<file path="src/rtl/per_user_event_count_table_defines.svh">
// Assertion macros for the per-user event count table.
// No dependencies; included by the files that assert.
`ifndef PER_USER_EVENT_COUNT_TABLE_DEFINES_SVH
`define PER_USER_EVENT_COUNT_TABLE_DEFINES_SVH

`ifndef ASSERT_OFF
`define UECT_ASSERT(lbl, clk, rst_n, prop, msg) \
	lbl: assert property (@(posedge clk) disable iff (!rst_n) prop) else $error(msg);
`define UECT_ASSERT_SEQ(lbl, clk, rst_n, pre, post, msg) \
	lbl: assert property (@(posedge clk) disable iff (!rst_n) (pre) |=> (post)) else $error(msg);
`else
`define UECT_ASSERT(lbl, clk, rst_n, prop, msg)
`define UECT_ASSERT_SEQ(lbl, clk, rst_n, pre, post, msg)
`endif

`endif

</file>
<file path="src/rtl/uect_pkg.sv">
// Types and constants for the per-user event count table.
// No dependencies.
package uect_pkg;

	localparam int unsigned SLOT_W = 4;
	localparam logic [31:0] INVALID_USER = 32'hFFFF_FFFF;

	typedef struct packed {
		logic [31:0] user_id;
		logic [31:0] now_seconds;
	} evt_t;

	typedef struct packed {
		logic [SLOT_W-1:0] slot;
		logic [31:0]       event_count;
		logic              new_user;
		logic              table_full;
	} res_t;

	typedef struct packed {
		logic [31:0] user;
		logic [31:0] count;
		logic [31:0] first_seen;
		logic [31:0] last_seen;
	} row_t;

endpackage

</file>
<file path="src/rtl/uect_ram.sv">
// Slot table storage: one write port, one read port, registered read data.
// Depends on uect_pkg.
module uect_ram #(
	parameter int DEPTH = 16
) (
	input  logic                                       clk,
	input  logic                                       we,
	input  logic [((DEPTH > 1) ? $clog2(DEPTH) : 1)-1:0] waddr,
	input  uect_pkg::row_t                             wdata,
	input  logic                                       re,
	input  logic [((DEPTH > 1) ? $clog2(DEPTH) : 1)-1:0] raddr,
	output uect_pkg::row_t                             rdata
);

	uect_pkg::row_t mem [DEPTH];

	always_ff @(posedge clk) begin
		if (we) begin
			mem[waddr] <= wdata;
		end
	end

	always_ff @(posedge clk) begin
		if (re) begin
			rdata <= mem[raddr];
		end
	end

endmodule

</file>
<file path="src/rtl/per_user_event_count_table.sv">
// Per-user event count table: slot 0 in registers, slots 1.. in uect_ram.
// Slot 0 items update registers directly; other items search slots 1 to next_free - 1 over the one RAM read port.
// A new item is taken only in idle, once the last item's result has moved into the result register.
// The result register lets the next item enter while a result waits.
// Reset (arst_n low, async): next_free = 1, slot 0 count and times zero, no result pending.
// Depends on uect_pkg, uect_ram and per_user_event_count_table_defines.svh.
`include "per_user_event_count_table_defines.svh"

module per_user_event_count_table #(
	parameter int ENTRIES = 16
) (
	input  logic            clk,
	input  logic            arst_n,
	input  logic            evt_valid,
	output logic            evt_ready,
	input  uect_pkg::evt_t  evt,
	output logic            res_valid,
	input  logic            res_ready,
	output uect_pkg::res_t  res
);

	localparam int AW  = (ENTRIES > 1) ? $clog2(ENTRIES) : 1;
	localparam int NFW = $clog2(ENTRIES + 1);

	localparam logic [1:0] ST_IDLE   = 2'd0;
	localparam logic [1:0] ST_SEARCH = 2'd1;
	localparam logic [1:0] ST_OUT    = 2'd2;

	logic [1:0]     state_q;
	logic [NFW-1:0] nf_q;
	logic [NFW-1:0] idx_q;
	logic [AW-1:0]  pidx_s1;
	logic           pend_s1;
	logic [31:0]    user_q;
	logic [31:0]    now_q;
	logic [31:0]    count0_q;
	logic [31:0]    first0_q;
	logic [31:0]    last0_q;
	uect_pkg::res_t done_q;
	uect_pkg::res_t res_q;
	logic           res_valid_q;

	logic           full;
	logic           to_slot0;
	logic           issue;
	logic           hit;
	logic           miss;
	logic           ram_we;
	logic [AW-1:0]  ram_waddr;
	uect_pkg::row_t ram_wdata;
	uect_pkg::row_t rd_row;
	logic [31:0]    hit_count;
	logic           load_res;

	assign full      = nf_q >= NFW'(ENTRIES);
	assign to_slot0  = full || (evt.user_id == uect_pkg::INVALID_USER);
	assign hit       = pend_s1 && (rd_row.user == user_q);
	assign issue     = (state_q == ST_SEARCH) && (idx_q < nf_q) && !hit;
	assign miss      = (state_q == ST_SEARCH) && !pend_s1 && !(idx_q < nf_q);
	assign hit_count = rd_row.count + 32'd1;
	assign evt_ready = (state_q == ST_IDLE);
	assign load_res  = (state_q == ST_OUT) && (!res_valid_q || res_ready);

	always_comb begin
		ram_we    = (state_q == ST_SEARCH) && (hit || miss);
		ram_waddr = hit ? pidx_s1 : nf_q[AW-1:0];
		ram_wdata.user = user_q;
		if (hit) begin
			ram_wdata.count      = hit_count;
			ram_wdata.first_seen = rd_row.first_seen;
		end else begin
			ram_wdata.count      = 32'd1;
			ram_wdata.first_seen = now_q;
		end
		ram_wdata.last_seen = now_q;
	end

	uect_ram #(
		.DEPTH(ENTRIES)
	) u_ram (
		.clk   (clk),
		.we    (ram_we),
		.waddr (ram_waddr),
		.wdata (ram_wdata),
		.re    (issue),
		.raddr (idx_q[AW-1:0]),
		.rdata (rd_row)
	);

	always_ff @(posedge clk or negedge arst_n) begin
		if (!arst_n) begin
			state_q  <= ST_IDLE;
			nf_q     <= NFW'(1);
			idx_q    <= NFW'(1);
			pend_s1  <= 1'b0;
			count0_q <= '0;
			first0_q <= '0;
			last0_q  <= '0;
		end else begin
			case (state_q)
				ST_IDLE: begin
					if (evt_valid) begin
						user_q <= evt.user_id;
						now_q  <= evt.now_seconds;
						if (to_slot0) begin
							count0_q <= count0_q + 32'd1;
							last0_q  <= evt.now_seconds;
							if (first0_q == 32'd0) begin
								first0_q <= evt.now_seconds;
							end
							done_q.slot        <= '0;
							done_q.event_count <= count0_q + 32'd1;
							done_q.new_user    <= 1'b0;
							done_q.table_full  <= full;
							state_q <= ST_OUT;
						end else begin
							idx_q   <= NFW'(1);
							pend_s1 <= 1'b0;
							state_q <= ST_SEARCH;
						end
					end
				end
				ST_SEARCH: begin
					pend_s1 <= issue;
					pidx_s1 <= idx_q[AW-1:0];
					if (issue) begin
						idx_q <= idx_q + NFW'(1);
					end
					if (hit) begin
						done_q.slot        <= uect_pkg::SLOT_W'(pidx_s1);
						done_q.event_count <= hit_count;
						done_q.new_user    <= 1'b0;
						done_q.table_full  <= 1'b0;
						state_q <= ST_OUT;
					end else if (miss) begin
						done_q.slot        <= uect_pkg::SLOT_W'(nf_q);
						done_q.event_count <= 32'd1;
						done_q.new_user    <= 1'b1;
						done_q.table_full  <= 1'b0;
						nf_q    <= nf_q + NFW'(1);
						state_q <= ST_OUT;
					end
				end
				ST_OUT: begin
					if (load_res) begin
						state_q <= ST_IDLE;
					end
				end
				default: begin
					state_q <= ST_IDLE;
				end
			endcase
		end
	end

	always_ff @(posedge clk or negedge arst_n) begin
		if (!arst_n) begin
			res_valid_q <= 1'b0;
		end else if (load_res) begin
			res_valid_q <= 1'b1;
		end else if (res_ready) begin
			res_valid_q <= 1'b0;
		end
	end

	always_ff @(posedge clk) begin
		if (load_res) begin
			res_q <= done_q;
		end
	end

	assign res_valid = res_valid_q;
	assign res       = res_q;

	`UECT_ASSERT(a_nf_range, clk, arst_n, (nf_q >= NFW'(1)) && (nf_q <= NFW'(ENTRIES)), "next_free out of range")
	`UECT_ASSERT(a_nf_step, clk, arst_n, $stable(nf_q) || (nf_q == $past(nf_q) + NFW'(1)), "next_free moved by other than one")
	`UECT_ASSERT(a_read_below_nf, clk, arst_n, !issue || (idx_q < nf_q), "lookup read of a free slot")
	`UECT_ASSERT_SEQ(a_busy_after_accept, clk, arst_n, evt_valid && evt_ready, state_q != ST_IDLE, "accepted item left no work")

endmodule
</file>
<file path="config.mk">
export PLATFORM = sky130hd
export DESIGN_NAME = per_user_event_count_table
export DESIGN_NICKNAME = d
export VERILOG_FILES = /design/src/rtl/uect_pkg.sv /design/src/rtl/uect_ram.sv /design/src/rtl/per_user_event_count_table.sv
export VERILOG_INCLUDE_DIRS = /design/src /design/src/rtl
export SDC_FILE = /design/constraint.sdc
export NUM_CORES = 1
export LEC_CHECK = 0
export BUFFER_PORTS_ARGS = -buffer_cell sky130_fd_sc_hd__buf_2
export CAP_MARGIN = 30
export CORE_ASPECT_RATIO = 0.7
export CORE_MARGIN = 3
export CORE_UTILIZATION = 25
export CTS_CLUSTER_SIZE = 24
export DETAILED_ROUTE_END_ITERATION = 16
export PLACE_DENSITY_LB_ADDON = 0.3
export SKIP_LAST_GASP = 1
export SLEW_MARGIN = 20
export SYNTH_ARGS = -nofsm -noshare
export SYNTH_HDL_FRONTEND = slang
export SYNTH_SLANG_ARGS = --single-unit
</file>
<file path="constraint.sdc">
create_clock -name clk -period 17.6 [get_ports clk]
set_clock_uncertainty 0.1 [all_clocks]
set_input_delay 1.76 -clock clk [delete_from_list [all_inputs] [get_ports clk]]
set_output_delay 1.76 -clock clk [all_outputs]
set_load 0.02 [all_outputs]
</file>
== Word-level counts from Yosys, hierarchy flattened ==
Memories as Yosys holds them, arrays and structs flattened. A register that Yosys moved wholly into a read port is not among the register bits.
Cells that the tools add are included.
W data, S select, Z words.

* Memories: 1
* Register bits after elaboration: 190
* Input port bits: 68
* Memory bits (writable): 2048
* Output and inout bits: 40
* Logic and storage cells: 84

* Add/sub/neg operators: 4
* Magnitude comparators: 2
* Bitwise gates (word level): 1
* Reduce and logical (&&, ||, !) cells: 25
* Muxes and demuxes: 24
* Equal/unequal tests: 10

{| class="wikitable"
|+ Memory list
! name !! depth !! width !! read ports !! clocked after Yosys merged registers in !! write ports !! RTL line !! RTL
|-
| u_ram.mem || 16 || 128 || 1 || 1 || 1 || uect_ram.sv:15 || <nowiki>uect_pkg::row_t mem [DEPTH];</nowiki>
|}

{| class="wikitable"
|+ Operators with widths
! operator !! number
|-
| $mux W38 || 4
|-
| $pmux W38 S2 || 1
|-
| $add A32 B1 Y32 const B || 2
|-
| $mux W64 || 1
|-
| $eq A32 B32 Y1 || 1
|-
| $eq A32 B32 Y1 const B || 1
|-
| $mux W5 || 3
|-
| $reduce_and A3 Y1 || 5
|-
| $add A5 B1 Y5 const B || 2
|-
| $mux W2 || 5
|-
| $pmux W5 S2 || 1
|-
| $ne A2 B2 Y1 const B || 4
|-
| $logic_and A1 B1 Y1 || 7
|-
| $mux W1 || 6
|-
| $pmux W2 S3 || 1
|-
| $ge A5 B5 Y1 const B || 1
|-
| $lt A5 B5 Y1 || 1
|-
| $reduce_and A5 Y1 || 1
|-
| $logic_not A1 Y1 || 4
|-
| $mux W4 || 1
|-
| $reduce_and A4 Y1 || 1
|-
| $reduce_bool A2 Y1 || 2
|-
| $logic_or A1 B1 Y1 || 3
|-
| $ne A3 B3 Y1 const B || 1
|-
| other kinds (7) || 7
|}

== Depth between registers and ports, before layout ==
* Depth in word-level cells: 7
* Mapped depth: 8
* Depth with buffers taken out: 8

== By module ==
Synthesis repeated with hierarchy kept, for this count alone.

* Cell total of the unflattened synthesis: 4186
* Area, all modules: 89784.9 µm²

{| class="wikitable"
|+ Modules (own cells, without submodules)
! module !! times used !! sequential area each (µm²) !! cells an instance !! area an instance (µm²)
|-
| uect_ram || 1 || 65342.7 || 3365 || 80612.3
|-
| per_user_event_count_table || 1 || 5477.8 || 821 || 9172.5
|}

== Worst setup path after synthesis ==
No wires, ideal clock.

* Kind: input to register
* Start point: input port evt[47] (netlist bit)
* End point: register done_q[0] (netlist bit) (enable)
* Stages: 6
* Required time: 17.012 ns
* Data arrival time: 5.342 ns
* Path slack: 11.670 ns
* Buffers on the path: 0
* Setup time: 0.488 ns
* Cell sequence: nand4_1 > nor4_1 > a21oi_1 > nor2b_1 > o22ai_1 > nor3b_1

* Cells in the longest elaborated chain, start to end: 4

{| class="wikitable"
|+ Ends and longest elaborated chain
! element !! RTL line !! RTL
|-
| start, declared || per_user_event_count_table.sv:16 || <nowiki>input uect_pkg::evt_t evt,</nowiki>
|-
| $eq A32 B32 Y1 || per_user_event_count_table.sv:56 || <nowiki>assign to_slot0 = full || (evt.user_id == uect_pkg::INVALID_USER);</nowiki>
|-
| $logic_or A1 B1 Y1 || per_user_event_count_table.sv:56 ||
|-
| $ne A2 B1 Y1 (no source line) || -- ||
|-
| $reduce_and A5 Y1 (no source line) || -- ||
|-
| end, declared || per_user_event_count_table.sv:39 || <nowiki>uect_pkg::res_t done_q;</nowiki>
|}

No other way between the ends.
A chain may end at the register's enable or synchronous reset.

== Worst setup path after layout ==
* Start point: register user_q[16]
* End point: memory u_ram.mem[12][119] (netlist bit) (enable)

* Cells in the longest elaborated chain, start to end: 6
* Elaborated cells on any way between the ends: 7
* Those cells by class: eq/ne (1); mux (3); reduce/logical (3)

{| class="wikitable"
|+ Ends and longest elaborated chain
! element !! RTL line !! RTL
|-
| start, declared || per_user_event_count_table.sv:34 || <nowiki>logic [31:0] user_q;</nowiki>
|-
| start signal, assigned || per_user_event_count_table.sv:103 || <nowiki>user_q <= evt.user_id;</nowiki>
|-
| $eq A32 B32 Y1 (*) || per_user_event_count_table.sv:57 || <nowiki>assign hit = pend_s1 && (rd_row.user == user_q);</nowiki>
|-
| $logic_and A1 B1 Y1 (*) || per_user_event_count_table.sv:57 ||
|-
| $logic_or A1 B1 Y1 || per_user_event_count_table.sv:65 || <nowiki>ram_we = (state_q == ST_SEARCH) && (hit || miss);</nowiki>
|-
| $logic_and A1 B1 Y1 || per_user_event_count_table.sv:65 ||
|-
| $mux W1 || uect_ram.sv:18 || <nowiki>if (we) begin</nowiki>
|-
| $mux W1 (implied by the code) || uect_ram.sv:19 || <nowiki>mem[waddr] <= wdata;</nowiki>
|-
| end, declared || uect_ram.sv:15 ||
|}

Every way passes the cells marked *; elsewhere a longest branch is shown, timed or not.

==> flow_summary.ini <==
[run_status]
outcome = completed

[global_route]
grt_pass1_vias = 22500
use_met1_pct = 18.2
top_usage_layer = met1
antenna_found_initial = 5
grt_max_degree = 101
met2_usage_pct = 16.7
overflow = 0
grt_pass1_wl_mm = 169
grt_usage_pct = 11.6
met3_usage_pct = 2.23

[critical_path]
cp_cell_sequence = xor2_1 > nor4_1 > nand4_1 > or3_4 > buf_4 > or3_4 > o32ai_4 > buf_4 > buf_4
path_max_fanout = 51
rr_worst_depth = 9
cpMostUsedCell = buf_4
crit_arrival_ns = 6.26
critical-path-max-stage-delay_ns = 0.73
r2r-end = u_ram.mem[12][119]$_DFFE_PP_
rrSetupSlack_ns = 11.56
slowest_stage = or3_4
path_buf_inv = 3
startpoint_type = flop
cp-end-kind = flop
crit_family = simple AND/OR/NAND/NOR gates
critical_path_class = reg -> reg
cp.required_ns = 17.82
r2r_start = user_q[16]$_DFFE_PP_

[worst_hold_path]
min_from = done_q[14]$_DFFE_PP_
hold_path_end = res[14]$_DFFE_PP_
hold_path_depth = 0
hold_path.class = reg -> reg

[timing]
hold_viol_final = 0
holdWs_ns = 0.319
rsz0062_at_grt = false
setup_viol_count_final = 0
min_period_ns = 6.04
tightest_slew_ns = 1.01
fin_ws_ns = 11.56
finalMaxSlewViolations = 0
fin_setup_tns_ns = 0
fin_crit_sh_pct = 34.3
max_freq_mhz = 166
slew-limit-headroom_pct = 32.3

[synthesis]
synth_area_per_cell_um2 = 22.1
synth_cell_types = 47
synth-async-reset-ratio_pct = 3.69
yosysMostFrequentCell = edfxtp_1
synth_edf_count = 1200
syn_area_um2 = 48100
syn_inst = 2172
synth_largest_area_cell = edfxtp_1
ys_seq_area_share_pct = 77.3
yosysWarnings = 0
synth.cells.most_frequent = edfxtp_1, mux4_2, xor2_1, nor2_1, nand2_1
synth-main-ff-cell = edfxtp_1
synth_area_leaders = edfxtp_1, mux4_2, dfrtp_1
synth_top_area_share_pct = 74.9
syn_nets = 2249
synth_seq_cells = 1246

[cells_and_area]
area_growth_pct = 15.9
fillers = 18500
stdcell_area_um2 = 55700
drive_above_1_share_pct = 28.4
nets = 2432

[power_and_ir_drop]
vdd_ir_drop_max_uv = 83.8
p_leak_nw = 18.4
power_density_nw_per_um2 = 136
power_mw = 7.59

[placed_design]
dp_worst_setup_slack_ns = 11.37
hpwl_mm = 62.0
gp_congestion = 0.722
port_buffers = 75
dpl_cell_area_um2 = 52100

[cts]
htree_num_levels = 3
ctsRootBufferMaster = clkbuf_16
cts_buffers = 107
insertion_delay_ns = 0.71
postCtsHoldBufs = 0
clock-sinks = 1246
postCtsSetupBuffers = 0
clock_path_buffers = 3
cts_tree = done
clk_pin_slew_ns = 0.06
cts_resized = 0

[floorplan]
die-width_um = 530
floorplan.rows = 134
start_util_pct = 25.2
die_height_um = 373
io_pins = 108
coreArea_um2 = 191000
die-area_um2 = 198000

[routing]
drc = 0
vias = 22200
wl_per_cell_um = 23.5
ant_nets = 0
drt-vias-per-instance = 4.48
finalWirelength_mm = 116
drtPass1Iterations = 5
first_iter_violations = 2407

[flow_run]
maxCapViolations = 0
-- registers in the layout, summed over array words and instances, names as in the netlist --
register	cells
pend_s1	1
idx_q	5
u_ram.rdata	64
nf_q	5
done_q	38
pidx_s1	4
u_ram.mem	1024
state_q	2
res_valid	1
user_q	32
res	38
count0_q	32
-- cell type report --
class / instances / area, um^2 / area share [%]
Multi-Input combinational cell: 815 / 10700 / 19.2
Sequential cell: 1246 / 37200 / 66.7
Timing Repair Buffer: 166 / 1190 / 2.13
Inverter: 19 / 78.8 / 0.141
Clock inverter: 62 / 597 / 1.07
Antenna cell: 2 / 5.00 / 0.00898
Tap cell: 2516 / 3150 / 5.65
Clock buffer: 138 / 2830 / 5.07
-- worst max path at each step --
stage | cells after the start | startpoint | to | slack, ns
3_3_place_gp | 8 | user_q[23]$_DFFE_PP_ | u_ram.mem[4][93]$_DFFE_PP_ | 11.32
3_5_place_dp | 9 | user_q[23]$_DFFE_PP_ | u_ram.mem[12][98]$_DFFE_PP_ | 11.37
5_1_grt | 9 | user_q[23]$_DFFE_PP_ | u_ram.mem[12][112]$_DFFE_PP_ | 11.18
4_1_cts | 9 | user_q[23]$_DFFE_PP_ | u_ram.mem[12][127]$_DFFE_PP_ | 11.35
2_1_floorplan | 6 | evt[47] | done_q[0]$_SDFFCE_PN0P_ | 11.67
6_report | 9 | user_q[16]$_DFFE_PP_ | u_ram.mem[12][119]$_DFFE_PP_ | 11.56
-- worst register-to-register path, stage by stage, from the launching register on --
cell	delay (ns)
edfxtp_1	0.62
xor2_1	0.25
nor4_1	0.71
nand4_1	0.61
or3_4	0.74
buf_4	0.47
or3_4	0.58
o32ai_4	0.21
buf_4	0.73
buf_4	0.64
-- through the flow --
stage	utilization [%]	cells
2_1_floorplan	-	2172
3_3_place_gp	27.2	4730
3_5_place_dp	27.3	4741
4_1_cts	29.1	4941
5_1_grt	29.2	4963
6_report	29.2	4964
-- routing by layer --
metal  vias to the layer above  part of all wire (%)
met4                         0                   1.6
met2                       593                    44
met5                         -                     0
met1                     12100                    49
li1                       9403                     -
met3                       147                   5.7
-- cell families (layout without fill, tap and decap cells) --
kind of cell	count (synthesis)	in the layout	share of synthesized area (%)
other	0	2	0
xor gates and xnor gates	125	125	2.28
and+or+nand+nor	283	283	2.94
AOI/OAI and AO/OA	57	57	0.825
DFF	1246	1246	77.3
buffers and inverters	111	385	0.937
muxes	341	341	15.5
adders and majority gates	9	9	0.234
-- report_power, final --
group | internal, mW | total [mW] | switching, mW
Combinational | 0.631 | 1.47 | 0.838
Sequential | 3.57 | 3.78 | 0.210
Clock | 1.26 | 2.34 | 1.08
-- placed cells by master (no fill, tap or decap), types with 42 or more instances in the layout --
cell	netlist	layout
mux4_2	320	320
buf_2	27	77
clkbuf_16	0	108
nand3_1	44	44
buf_4	0	80
nor2_1	74	73
edfxtp_1	1200	1200
nand2_1	63	63
xor2_1	79	79
dfrtp_1	44	42
xnor2_1	46	46
No activity file was read; power rests on OpenSTA's default activity.
